### config.mk
export PLATFORM = sky130hd
export DESIGN_NAME = intel_hex_record_loader
export DESIGN_NICKNAME = d
export VERILOG_FILES = /design/src/hw/rtl/ihrl_pkg.sv /design/src/hw/rtl/ihrl_front.sv /design/src/hw/rtl/ihrl_queue.sv /design/src/hw/rtl/ihrl_back.sv /design/src/hw/rtl/intel_hex_record_loader.sv
export VERILOG_INCLUDE_DIRS = /design/src /design/src/hw/rtl
export SDC_FILE = /design/constraint.sdc
export NUM_CORES = 1
export LEC_CHECK = 0
export ABC_CLOCK_PERIOD_IN_PS = 6200
export BUFFER_PORTS_ARGS = -buffer_cell sky130_fd_sc_hd__buf_2
export CAP_MARGIN = 5
export CORE_MARGIN = 8
export CORE_UTILIZATION = 65
export DETAILED_ROUTE_END_ITERATION = 8
export GPL_TIMING_DRIVEN = 0
export PLACE_DENSITY = 0.86
export SETUP_SLACK_MARGIN = 0.05
export SLEW_MARGIN = 10
export SYNTH_ARGS = -nofsm -noshare
export SYNTH_HDL_FRONTEND = slang
export SYNTH_HIERARCHICAL = 1
export SYNTH_SLANG_ARGS = --single-unit
### constraint.sdc
create_clock -name i_clk -period 6.2 [get_ports i_clk]
set_clock_uncertainty 0.2 [all_clocks]
set_input_delay 0.31 -clock i_clk [delete_from_list [all_inputs] [get_ports i_clk]]
set_output_delay 0.31 -clock i_clk [all_outputs]
set_load 0.03 [all_outputs]
### src/hw/rtl/intel_hex_record_loader_assert.svh
// Assertion macros for the HEX record loader
`ifndef INTEL_HEX_RECORD_LOADER_ASSERT_SVH
`define INTEL_HEX_RECORD_LOADER_ASSERT_SVH

`ifndef SYNTHESIS
`define IHRL_ASSERT_NOW(label, clk, rst_n, ante, cons) \
    label: assert property (@(posedge clk) disable iff (!rst_n) (ante) |-> (cons)) \
        else $error("ihrl assertion failed");
`define IHRL_ASSERT_NEXT(label, clk, rst_n, ante, cons) \
    label: assert property (@(posedge clk) disable iff (!rst_n) (ante) |=> (cons)) \
        else $error("ihrl assertion failed");
`else
`define IHRL_ASSERT_NOW(label, clk, rst_n, ante, cons)
`define IHRL_ASSERT_NEXT(label, clk, rst_n, ante, cons)
`endif

`endif

### src/hw/rtl/ihrl_pkg.sv
package ihrl_pkg;

    typedef enum logic [2:0] {
        PH_LINE_START,
        PH_HEADER,
        PH_DATA,
        PH_SKIP,
        PH_HALTED
    } t_phase;

    typedef struct packed {
        logic        is_error;
        logic        error_kind;
        logic [15:0] offset;
        logic [7:0]  index;
        logic [7:0]  data;
    } t_job;

    localparam logic [7:0] CH_COLON      = 8'h3A;
    localparam logic [7:0] CH_NEWLINE    = 8'h0A;
    localparam logic [7:0] REC_TYPE_DATA = 8'h00;
    localparam logic [3:0] HDR_LAST      = 4'd7;
    localparam logic       ERR_HEADER    = 1'b0;
    localparam logic       ERR_DATA      = 1'b1;

    localparam int Q_DEPTH = 2;
    localparam int Q_PTR_W = 1;
    localparam int Q_CNT_W = 2;

    // bit 4 set when c is a hex digit, low nibble holds its value
    function automatic logic [4:0] hex_decode(input logic [7:0] c);
        logic [4:0] r;
        r = '0;
        if (c inside {[8'h30:8'h39]}) begin
            r = {1'b1, c[3:0]};
        end else if (c inside {[8'h61:8'h66], [8'h41:8'h46]}) begin
            r = {1'b1, 4'(c[3:0] + 4'd9)};
        end
        return r;
    endfunction

endpackage

### src/hw/rtl/ihrl_front.sv
module ihrl_front (
    input  logic          i_clk,
    input  logic          i_rst_n,
    input  logic          i_valid,
    output logic          o_ready,
    input  logic [7:0]    i_char,
    input  logic          i_full,
    output logic          o_push,
    output ihrl_pkg::t_job o_job
);
    import ihrl_pkg::*;

    t_phase      r_phase,    n_phase;
    logic [3:0]  r_hdr_cnt,  n_hdr_cnt;
    logic [31:0] r_hdr,      n_hdr;
    logic [7:0]  r_byte_cnt, n_byte_cnt;
    logic [15:0] r_offset,   n_offset;
    logic [7:0]  r_index,    n_index;
    logic [3:0]  r_upper,    n_upper;
    logic        r_pending,  n_pending;

    logic        w_accept;
    logic [4:0]  w_hex;
    logic [31:0] w_hdr_full;

    assign o_ready  = !i_full;
    assign w_accept = i_valid && !i_full;
    assign w_hex    = hex_decode(i_char);
    assign w_hdr_full = {r_hdr[27:0], w_hex[3:0]};

    always_ff @(posedge i_clk) begin
        if (!i_rst_n) begin
            r_phase    <= PH_LINE_START;
            r_hdr_cnt  <= '0;
            r_hdr      <= '0;
            r_byte_cnt <= '0;
            r_offset   <= '0;
            r_index    <= '0;
            r_upper    <= '0;
            r_pending  <= 1'b0;
        end else begin
            r_phase    <= n_phase;
            r_hdr_cnt  <= n_hdr_cnt;
            r_hdr      <= n_hdr;
            r_byte_cnt <= n_byte_cnt;
            r_offset   <= n_offset;
            r_index    <= n_index;
            r_upper    <= n_upper;
            r_pending  <= n_pending;
        end
    end

    always_comb begin
        n_phase    = r_phase;
        n_hdr_cnt  = r_hdr_cnt;
        n_hdr      = r_hdr;
        n_byte_cnt = r_byte_cnt;
        n_offset   = r_offset;
        n_index    = r_index;
        n_upper    = r_upper;
        n_pending  = r_pending;
        o_push     = 1'b0;
        o_job      = '0;
        if (w_accept) begin
            case (r_phase)
                PH_LINE_START: begin
                    if (i_char == CH_COLON) begin
                        n_phase   = PH_HEADER;
                        n_hdr_cnt = '0;
                        n_hdr     = '0;
                    end else if (i_char != CH_NEWLINE) begin
                        n_phase = PH_SKIP;
                    end
                end
                PH_HEADER: begin
                    if (!w_hex[4]) begin
                        o_push           = 1'b1;
                        o_job.is_error   = 1'b1;
                        o_job.error_kind = ERR_HEADER;
                        n_phase          = PH_HALTED;
                    end else begin
                        n_hdr     = w_hdr_full;
                        n_hdr_cnt = r_hdr_cnt + 4'd1;
                        if (r_hdr_cnt == HDR_LAST) begin
                            n_byte_cnt = w_hdr_full[31:24];
                            n_offset   = w_hdr_full[23:8];
                            n_index    = '0;
                            n_pending  = 1'b0;
                            n_upper    = '0;
                            if (w_hdr_full[7:0] == REC_TYPE_DATA &&
                                w_hdr_full[31:24] != 8'd0) begin
                                n_phase = PH_DATA;
                            end else begin
                                n_phase = PH_SKIP;
                            end
                        end
                    end
                end
                PH_DATA: begin
                    if (!w_hex[4]) begin
                        o_push           = 1'b1;
                        o_job.is_error   = 1'b1;
                        o_job.error_kind = ERR_DATA;
                        n_phase          = PH_HALTED;
                    end else if (!r_pending) begin
                        n_upper   = w_hex[3:0];
                        n_pending = 1'b1;
                    end else begin
                        o_push       = 1'b1;
                        o_job.offset = r_offset;
                        o_job.index  = r_index;
                        o_job.data   = {r_upper, w_hex[3:0]};
                        n_pending    = 1'b0;
                        n_index      = r_index + 8'd1;
                        if (n_index == r_byte_cnt) begin
                            n_phase = PH_SKIP;
                        end
                    end
                end
                PH_SKIP: begin
                    if (i_char == CH_NEWLINE) begin
                        n_phase = PH_LINE_START;
                    end
                end
                default: begin
                    n_phase = PH_HALTED;
                end
            endcase
        end
    end

endmodule

### src/hw/rtl/ihrl_queue.sv
module ihrl_queue (
    input  logic           i_clk,
    input  logic           i_rst_n,
    input  logic           i_push,
    input  ihrl_pkg::t_job i_job,
    output logic           o_full,
    input  logic           i_pop,
    output logic           o_empty,
    output ihrl_pkg::t_job o_job,
    output logic [ihrl_pkg::Q_CNT_W-1:0] o_count
);
    import ihrl_pkg::*;

    t_job               r_mem [Q_DEPTH];
    logic [Q_PTR_W-1:0] r_wr_ptr;
    logic [Q_PTR_W-1:0] r_rd_ptr;
    logic [Q_CNT_W-1:0] r_count;

    assign o_full  = (r_count == Q_CNT_W'(Q_DEPTH));
    assign o_empty = (r_count == '0);
    assign o_job   = r_mem[r_rd_ptr];
    assign o_count = r_count;

    always_ff @(posedge i_clk) begin
        if (i_push) begin
            r_mem[r_wr_ptr] <= i_job;
        end
    end

    always_ff @(posedge i_clk) begin
        if (!i_rst_n) begin
            r_wr_ptr <= '0;
            r_rd_ptr <= '0;
            r_count  <= '0;
        end else begin
            if (i_push) begin
                r_wr_ptr <= r_wr_ptr + 1'b1;
            end
            if (i_pop) begin
                r_rd_ptr <= r_rd_ptr + 1'b1;
            end
            if (i_push && !i_pop) begin
                r_count <= r_count + 1'b1;
            end else if (i_pop && !i_push) begin
                r_count <= r_count - 1'b1;
            end
        end
    end

endmodule

### src/hw/rtl/ihrl_back.sv
module ihrl_back #(
    parameter int ADDR_WIDTH = 32
) (
    input  logic           i_clk,
    input  logic           i_rst_n,
    input  logic           i_cfg_we,
    input  logic [31:0]    i_cfg_wdata,
    input  logic           i_empty,
    input  ihrl_pkg::t_job i_job,
    output logic           o_pop,
    output logic           o_valid,
    input  logic           i_ready,
    output logic [39:0]    o_data,
    output logic [1:0]     o_user
);
    import ihrl_pkg::*;

    localparam int SW = (ADDR_WIDTH > 32) ? ADDR_WIDTH : 32;
    localparam logic [SW-1:0] A_MASK = {SW{1'b1}} >> (SW - ADDR_WIDTH);

    logic [31:0]   r_base;
    logic          r_valid;
    logic [39:0]   r_data;
    logic [1:0]    r_user;
    logic [SW-1:0] w_sum;
    logic [SW-1:0] w_addr;

    assign o_pop   = !i_empty && (!r_valid || i_ready);
    assign w_sum   = SW'(r_base) + SW'(i_job.offset) + SW'(i_job.index);
    assign w_addr  = w_sum & A_MASK;
    assign o_valid = r_valid;
    assign o_data  = r_data;
    assign o_user  = r_user;

    always_ff @(posedge i_clk) begin
        if (!i_rst_n) begin
            r_base <= '0;
        end else if (i_cfg_we) begin
            r_base <= i_cfg_wdata;
        end
    end

    always_ff @(posedge i_clk) begin
        if (!i_rst_n) begin
            r_valid <= 1'b0;
        end else if (o_pop) begin
            r_valid <= 1'b1;
        end else if (i_ready) begin
            r_valid <= 1'b0;
        end
    end

    // hold the beat until taken
    always_ff @(posedge i_clk) begin
        if (o_pop) begin
            r_user <= {i_job.error_kind, i_job.is_error};
            if (i_job.is_error) begin
                r_data <= '0;
            end else begin
                r_data <= {i_job.data, w_addr[31:0]};
            end
        end
    end

endmodule

### src/hw/rtl/intel_hex_record_loader.sv
// Intel HEX record loader.
// Slave stream (i_s_*) takes one ASCII character of a HEX file per beat.
// Master stream (o_m_*) gives one beat per decoded data byte, or one error
// beat when a non-hex character stands where a header or data digit is due.
// i_cfg_we / i_cfg_wdata write the 32-bit base address added to each record
// offset; write it only while no character is in flight.
// Throughput: one character per cycle while the queue is not full.
// Path of a result: the parser writes it into the queue when it accepts the
// character completing it, and the queue loads it into the output register
// once that register is empty or being taken.
// When the receiver stalls, a two-entry queue and the output register absorb
// results; o_s_tready falls only when the queue is full.
// After an error beat the block drops all further characters until reset.
// Reset (i_rst_n low, synchronous) returns the parser to line start, empties
// the queue and output register and clears the base address to zero.
`include "intel_hex_record_loader_assert.svh"

module intel_hex_record_loader #(
    parameter int ADDR_WIDTH = 32
) (
    input  logic        i_clk,
    input  logic        i_rst_n,
    input  logic        i_s_tvalid,
    output logic        o_s_tready,
    input  logic [7:0]  i_s_tdata,   // [7:0] char_in
    output logic        o_m_tvalid,
    input  logic        i_m_tready,
    output logic [39:0] o_m_tdata,   // [31:0] write_address, [39:32] write_data
    output logic [1:0]  o_m_tuser,   // [0] is_error, [1] error_kind
    input  logic        i_cfg_we,
    input  logic [31:0] i_cfg_wdata
);
    import ihrl_pkg::*;

    logic               w_push;
    logic               w_pop;
    logic               w_full;
    logic               w_empty;
    t_job               w_push_job;
    t_job               w_head_job;
    logic [Q_CNT_W-1:0] w_count;

    ihrl_front u_front (
        .i_clk   (i_clk),
        .i_rst_n (i_rst_n),
        .i_valid (i_s_tvalid),
        .o_ready (o_s_tready),
        .i_char  (i_s_tdata),
        .i_full  (w_full),
        .o_push  (w_push),
        .o_job   (w_push_job)
    );

    ihrl_queue u_queue (
        .i_clk   (i_clk),
        .i_rst_n (i_rst_n),
        .i_push  (w_push),
        .i_job   (w_push_job),
        .o_full  (w_full),
        .i_pop   (w_pop),
        .o_empty (w_empty),
        .o_job   (w_head_job),
        .o_count (w_count)
    );

    ihrl_back #(
        .ADDR_WIDTH (ADDR_WIDTH)
    ) u_back (
        .i_clk       (i_clk),
        .i_rst_n     (i_rst_n),
        .i_cfg_we    (i_cfg_we),
        .i_cfg_wdata (i_cfg_wdata),
        .i_empty     (w_empty),
        .i_job       (w_head_job),
        .o_pop       (w_pop),
        .o_valid     (o_m_tvalid),
        .i_ready     (i_m_tready),
        .o_data      (o_m_tdata),
        .o_user      (o_m_tuser)
    );

    `IHRL_ASSERT_NOW(a_push_has_room, i_clk, i_rst_n, w_push, !w_full)
    `IHRL_ASSERT_NOW(a_count_bound, i_clk, i_rst_n, 1'b1, w_count <= Q_CNT_W'(Q_DEPTH))
    `IHRL_ASSERT_NEXT(a_halt_after_error, i_clk, i_rst_n, o_m_tvalid && i_m_tready && o_m_tuser[0], !o_m_tvalid)

endmodule

# Yosys cells after proc, flatten, opt, wreduce, memory -nomap -nowiden
# Memories as Yosys holds them, arrays and structs flattened. A register that Yosys moved wholly into a read port is not among the register bits.
# Cells that the tools add are included.
dict set report classes {
  add_sub_neg 9
  order_cmp 6
  n_eq_ne 20
  mux 53
  n_reduce_logical 29
}
# operator count
set ops {}
lappend ops {{two-way mux 32 bit} 3}
lappend ops {{two-way mux 28 bit} 2}
lappend ops {{one-hot mux 28 bit (2 select lines)} 1}
lappend ops {{two-way mux 34 bit} 1}
lappend ops {{adder 32 x 16 -> 32 bit} 1}
lappend ops {{adder 32 x 8 -> 32 bit} 1}
lappend ops {{two-way mux 8 bit} 4}
lappend ops {{two-way mux 3 bit} 8}
lappend ops {{two-way mux 4 bit} 6}
lappend ops {{AND reduction 6 bit} 3}
lappend ops {{greater-or-equal comparator 8 x 7 -> 1 bit (second input constant)} 2}
lappend ops {{<= comparator 8 x 7 -> 1 bit (second input constant)} 2}
lappend ops {{one-hot mux 4 bit (2 select lines)} 2}
lappend ops {{one-hot mux 8 bit (2 select lines)} 1}
lappend ops {{two-way mux 1 bit} 15}
lappend ops {{!= test 2 x 1 -> 1 bit (second input constant)} 6}
lappend ops {{one-hot mux 3 bit (4 select lines)} 1}
lappend ops {{two-way mux 5 bit} 2}
lappend ops {{nonzero test 2 bit} 5}
lappend ops {{adder 8 x 1 -> 8 bit (second input constant)} 1}
lappend ops {{== test 8 x 4 -> 1 bit (second input constant)} 1}
lappend ops {{== test 8 x 6 -> 1 bit (second input constant)} 1}
lappend ops {{== test 8 bit} 1}
lappend ops {{greater-or-equal comparator 8 x 6 -> 1 bit (second input constant)} 1}
lappend ops {{other kinds (27)} 46}
dict set report totals {
  regBits 151
  mem_bits_rw 68
  in_bits 45
  output_inout_bits 44
  word_cells 133
  n_memories 1
}
# name depth width rd rd_clocked_by_memory_dff write_ports line_no
set memory_table {}
lappend memory_table {u_queue.r_mem 2 34 1 1 1 ihrl_queue.sv:14} ;# t_job r_mem [Q_DEPTH];

# Longest topological paths before layout
dict set report logic_depth {
  ltp_word 12
  ltp_mapped 14
  depth_no_buf 12
}

# Modules after synthesis
# Netlist, hierarchy kept.
# mod n_inst cells_per_inst area_each_um2 seq_area_each_um2
set by_module_without_submodules {}
lappend by_module_without_submodules {ihrl_back 1 389 4217.8 1921.8}
lappend by_module_without_submodules {ihrl_front 1 460 3667.3 1441.4}
lappend by_module_without_submodules {ihrl_queue 1 128 2671.3 2142.1}

# Worst setup path after synthesis
# OpenSTA, ideal clock, no wires.
dict set report synth_path {
  path_type {register to register}
  start {reg u_queue.r_count[0] (netlist: u_queue/o_count[0])}
  end {mem u_queue/r_mem[0][0] (netlist name), enable pin}
  setup_ns 0.430
  arrival_ns 3.409
  required_time_ns 5.570
  setup_slack_ns 2.161
  path_stages_with_launch 8
  path_buffers 0
  period_less_slack_ns 4.039
  path_cell_list {dfxtp_1 > and2b_2 > nor2b_1 > nand2_1 > a2111oi_0 > inv_1 > nand2_1 > nor2b_1}
}
dict set report synth_between {
  elab_chain_len 6
}
# item line_no
set synth_rtl {}
lappend synth_rtl {{start: declaration} ihrl_queue.sv:17} ;# logic [Q_CNT_W-1:0] r_count;
lappend synth_rtl {{start signal: assignment} ihrl_queue.sv:43} ;# r_count <= r_count + 1'b1;
lappend synth_rtl {{start signal: assignment} ihrl_queue.sv:45} ;# r_count <= r_count - 1'b1;
lappend synth_rtl {{== test 2 bit} ihrl_queue.sv:19} ;# assign o_full = (r_count == Q_CNT_W'(Q_DEPTH));
lappend synth_rtl {{named net w_full} intel_hex_record_loader.sv:37} ;# logic w_full;
lappend synth_rtl {{zero test 1 bit} ihrl_front.sv:27} ;# assign w_accept = i_valid && !i_full;
lappend synth_rtl {{logical AND 1 bit} ihrl_front.sv:27}
lappend synth_rtl {{two-way mux 1 bit} ihrl_front.sv:64} ;# if (w_accept) begin
lappend synth_rtl {{named net w_push} intel_hex_record_loader.sv:35} ;# logic w_push;
lappend synth_rtl {{two-way mux 1 bit} ihrl_queue.sv:25} ;# if (i_push) begin
lappend synth_rtl {{two-way mux 1 bit (not written as such)} ihrl_queue.sv:26} ;# r_mem[r_wr_ptr] <= i_job;
lappend synth_rtl {{end: declaration} ihrl_queue.sv:14}
# The timed path passes the listed nets, and every way through them passes these cells.

==> flow_metrics.env <==
export IMPL_synth_area_per_cell_um2=10.80
export IMPL_syn_area_mm2=0.01056
export IMPL_area_growth_pct=17.60
export IMPL_power_density_mw_per_mm2=411.6
export IMPL_power_share_sequential_pct=37.3
export IMPL_die_y_um=143.4
export IMPL_gp_congestion=0.8839
export IMPL_drv_cap=0
export IMPL_htree_levels=1
export IMPL_drt_drc_violations_left=0
export IMPL_cp_arrival_ns=4.31
export IMPL_outcome="complete, no violations"
export IMPL_num_rows=46
export IMPL_worst_pin_slew_ns=0.9786
export IMPL_cts_tree="done"
export IMPL_syn_inst=977
export IMPL_synthArstFlopShare_pct=0
export IMPL_drv_slew=0
export IMPL_grt_start_max_net_pins=35
export IMPL_clock_sinks=220
export IMPL_min_period_ns=4.276
export IMPL_cts_buffers=24
export IMPL_crit_type="reg -> reg"
export IMPL_via_per_inst=5.813
export IMPL_rsz0062_at_grt="no"
export IMPL_synth_edff_count=110
export IMPL_start_kind="flip-flop"
export IMPL_total_power_mw=5.110
export IMPL_fmax_ghz=0.2338
export IMPL_clock_path_buffers=3
export IMPL_worstSkewPairLatency_ns=0.51
export IMPL_slew_headroom_pct=34.59
export IMPL_drive_gt1_share_pct=16.81
export IMPL_intPower_mw=3.337
export IMPL_clk_transition_reported_paths_ns=0.06
export IMPL_grt_pass1_vias=7875
export IMPL_wl_per_cell_um=18.03
export IMPL_track_usage_pct=23.54
export IMPL_nNetsFinal=1209
export IMPL_hpwl_um=16400
export IMPL_reg2reg_slack_ns=1.92
export IMPL_grt_pass1_wl_um=38780
export IMPL_synthesis_nets=1062
export IMPL_antenna_found_initial=0
export IMPL_power_switching_share_pct=34.70
export IMPL_ys_seq_area_share_pct=52.15
export IMPL_grt_ovfl_total=0
export IMPL_switchingPower_mw=1.773
export IMPL_diodes=0
export IMPL_ios=89
export IMPL_fin_ws_ns=1.924
export IMPL_root_buffer="clkbuf_16"
export IMPL_clkPwrFrac_pct=26.8
export IMPL_hp_class="in -> reg"
export IMPL_hold_violations=0
export IMPL_fin_crit_sh_pct=68.98
export IMPL_drtAntennaViolNets=0
export IMPL_combPwrFrac_pct=35.9
export IMPL_routed_wl_um=24480
export IMPL_p_leak_nw=4.670
export IMPL_cp_max_fo=10
export IMPL_required_ns=6.23
export IMPL_yosysWarnings=6
export IMPL_finalHoldWorstSlack_ns=0.07524
export IMPL_place_ws_ns=1.955
export IMPL_setup_tns_ns=0
export IMPL_coreArea_mm2=0.01589
export IMPL_synth_cell_types=76
export IMPL_cts_setup_buffers=0
export IMPL_initial_core_util_pct=66.45
export IMPL_drtPass1Iterations=5
export IMPL_vias=7894
export IMPL_post_cts_resized=0
export IMPL_end_kind="flip-flop"
export IMPL_vdd_drop_max_uv=251.9
export IMPL_die_x_um=143.4
export IMPL_fp_dieArea_mm2=0.02058
export IMPL_setup_viol=0
export IMPL_synthFlopType="edfxtp_1"
export IMPL_synth_seq_cells=220
export IMPL_drtIter0Drc=528
export IMPL_portBuffers=86
-- state kept, by name, summed over array words and instances, names as in the netlist, named ones only --
name	cells
u_queue/r_rd_ptr	1
u_queue/r_mem	68
u_front/r_phase	3
u_front/r_hdr_cnt	4
u_back/o_data	40
u_front/r_hdr	28
u_front/r_upper	4
u_queue/o_count	2
u_front/r_pending	1
u_back/o_user	2
u_front/r_index	8
u_back/o_valid	1
u_front/r_byte_cnt	8
u_front/r_offset	16
u_queue/r_wr_ptr	1
u_back/r_base	32
-- per-layer routing --
| layer | global-route usage, % | vias up | part of all wire (%) | wire [um] |
|---|---|---|---|---|
| li1 | - | 3784 | - | - |
| met1 | 27.42 | 3755 | 40 | 9799 |
| met2 | 42.81 | 285 | 50 | 12310 |
| met3 | 3.285 | 70 | 6.1 | 1505 |
| met4 | 9.353 | 0 | 3.5 | 865 |
| met5 | 0 | - | 0 | 0 |
-- worst max-delay path, stage by stage, from the launching register on --
cell	delay [ns]
dfxtp_1	0.30
buf_2	0.18
buf_4	0.23
mux2_2	0.37
fa_1	0.48
ha_1	0.25
fa_1	0.43
a21oi_1	0.38
o221ai_1	0.22
a311oi_2	0.45
a22oi_1	0.25
xnor2_1	0.19
nor2_1	0.06
-- worst paths after layout --
| check | from | end | depth (start not counted) |
|---|---|---|---|
| worst max-delay path | flip-flop | u_back/o_data[17]$_SDFFCE_PP0P_ | 12 |
| worst min-delay path | i_rst_n | u_queue/r_wr_ptr$_SDFFE_PN0P_ | 2 |
| worst max register to register | flip-flop | u_back/o_data[17]$_SDFFCE_PP0P_ | 12 |
| worst min register to register | u_front/r_offset[8]$_SDFFE_PN0P_ | u_front/r_offset[8]$_SDFFE_PN0P_ | 2 |
-- metrics by stage --
step | cells | area [um2] | utilization, %
after floorplan | 977 | 10560 | -
after global placement | 1279 | 11260 | 70.86
after detailed placement | 1281 | 11320 | 71.27
after CTS | 1358 | 12410 | 78.15
after global routing | 1358 | 12410 | 78.15
final | 1358 | 12410 | 78.15
-- layout by cell type, fill, tap and decap left out, types with 7 or more instances in the layout --
master / synthesis / routed
nand2_1: 113 / 113
edfxtp_1: 110 / 110
dfxtp_1: 110 / 110
buf_2: 8 / 94
nor2b_1: 59 / 57
nor2_1: 48 / 48
clkbuf_1: 31 / 38
nand3_1: 38 / 38
a21boi_0: 38 / 38
and2_1: 36 / 35
mux2_2: 34 / 34
dlygate4sd3_1: 0 / 33
mux2i_1: 33 / 33
a21oi_1: 31 / 31
ha_1: 31 / 31
nor3_1: 26 / 26
clkbuf_16: 0 / 25
a21boi_1: 22 / 22
inv_1: 18 / 18
xnor2_1: 18 / 18
xor2_1: 12 / 12
o21ai_0: 11 / 11
nand2b_1: 9 / 9
buf_1: 9 / 9
fa_1: 9 / 9
o21a_1: 8 / 8
clkinv_2: 0 / 7
-- synthesized netlist by cell type (3+ instances only) --
cell type    n  area share, %
o31ai_1      6           0.43
o22ai_1      4           0.24
mux2_2      34            3.6
xor2_1      12            1.0
edfxtp_1   110             31
a21boi_1    22            1.6
nand2b_1     9           0.53
a31oi_1      4           0.24
dfxtp_1    110             21
nand3_1     38            1.8
and3_1       6           0.36
nor2_1      48            1.7
o21a_1       8           0.57
buf_4        3           0.21
clkbuf_1    31            1.1
nor2b_1     59            3.5
buf_2        8           0.38
a21o_1       4           0.28
ha_1        31            3.7
a22oi_1      4           0.28
nand4_1      6           0.36
inv_1       18           0.64
and2_1      36            2.1
buf_1        9           0.32
or4_1        6           0.43
fa_1         9            1.7
a211oi_1     4           0.28
o21ai_0     11           0.52
buf_6        4           0.43
a21oi_1     31            1.5
or2_1        3           0.18
or3_1        5           0.30
a21boi_0    38            2.7
nor4_1       3           0.18
mux2i_1     33            3.1
xnor2_1     18            1.5
nor3_1      26            1.2
o21bai_1     6           0.43
nand2_1    113            4.0
-- repair_timing --
item | CTS | global route
hold buffers | 33 | 0
setup endpoints to repair | 0 | 0
hold endpoints to repair | 33 | 0
-- cells by family (layout without fill, tap and decap cells) --
kind of cell	after synthesis	after routing	share of synthesized area (%)
simple gates	377	377	18.29
flops	220	220	52.15
mux	70	70	7.112
buf+inv	73	238	3.082
compound gates	167	167	11.50
fa+ha+maj	40	40	5.381
xor+xnor	30	30	2.489
-- power by group through the flow --
stage / registers (mW) / logic, mW / clock network [mW]
after floorplan: 2.17 / 1.08 / 0
after global placement: 1.94 / 1.69 / 0
after detailed placement: 1.93 / 1.78 / 0
after CTS: 1.90 / 1.82 / 1.39
after global routing: 1.92 / 1.99 / 1.44
final: 1.90 / 1.84 / 1.37
-- area by class of cell --
| cell class | instances | area [um2] |
|---|---|---|
| flip-flops and latches | 220 | 5505 |
| multi-input cells | 684 | 4743 |
| fillers | 949 | 3471 |
| repair buffers | 121 | 808.3 |
| clock buffers | 32 | 651.9 |
| well taps | 216 | 270.3 |
| plain buffers | 55 | 257.7 |
| clock inverters | 12 | 110.1 |
| inverters | 18 | 67.56 |
No activity file was read; power rests on OpenSTA's default activity.
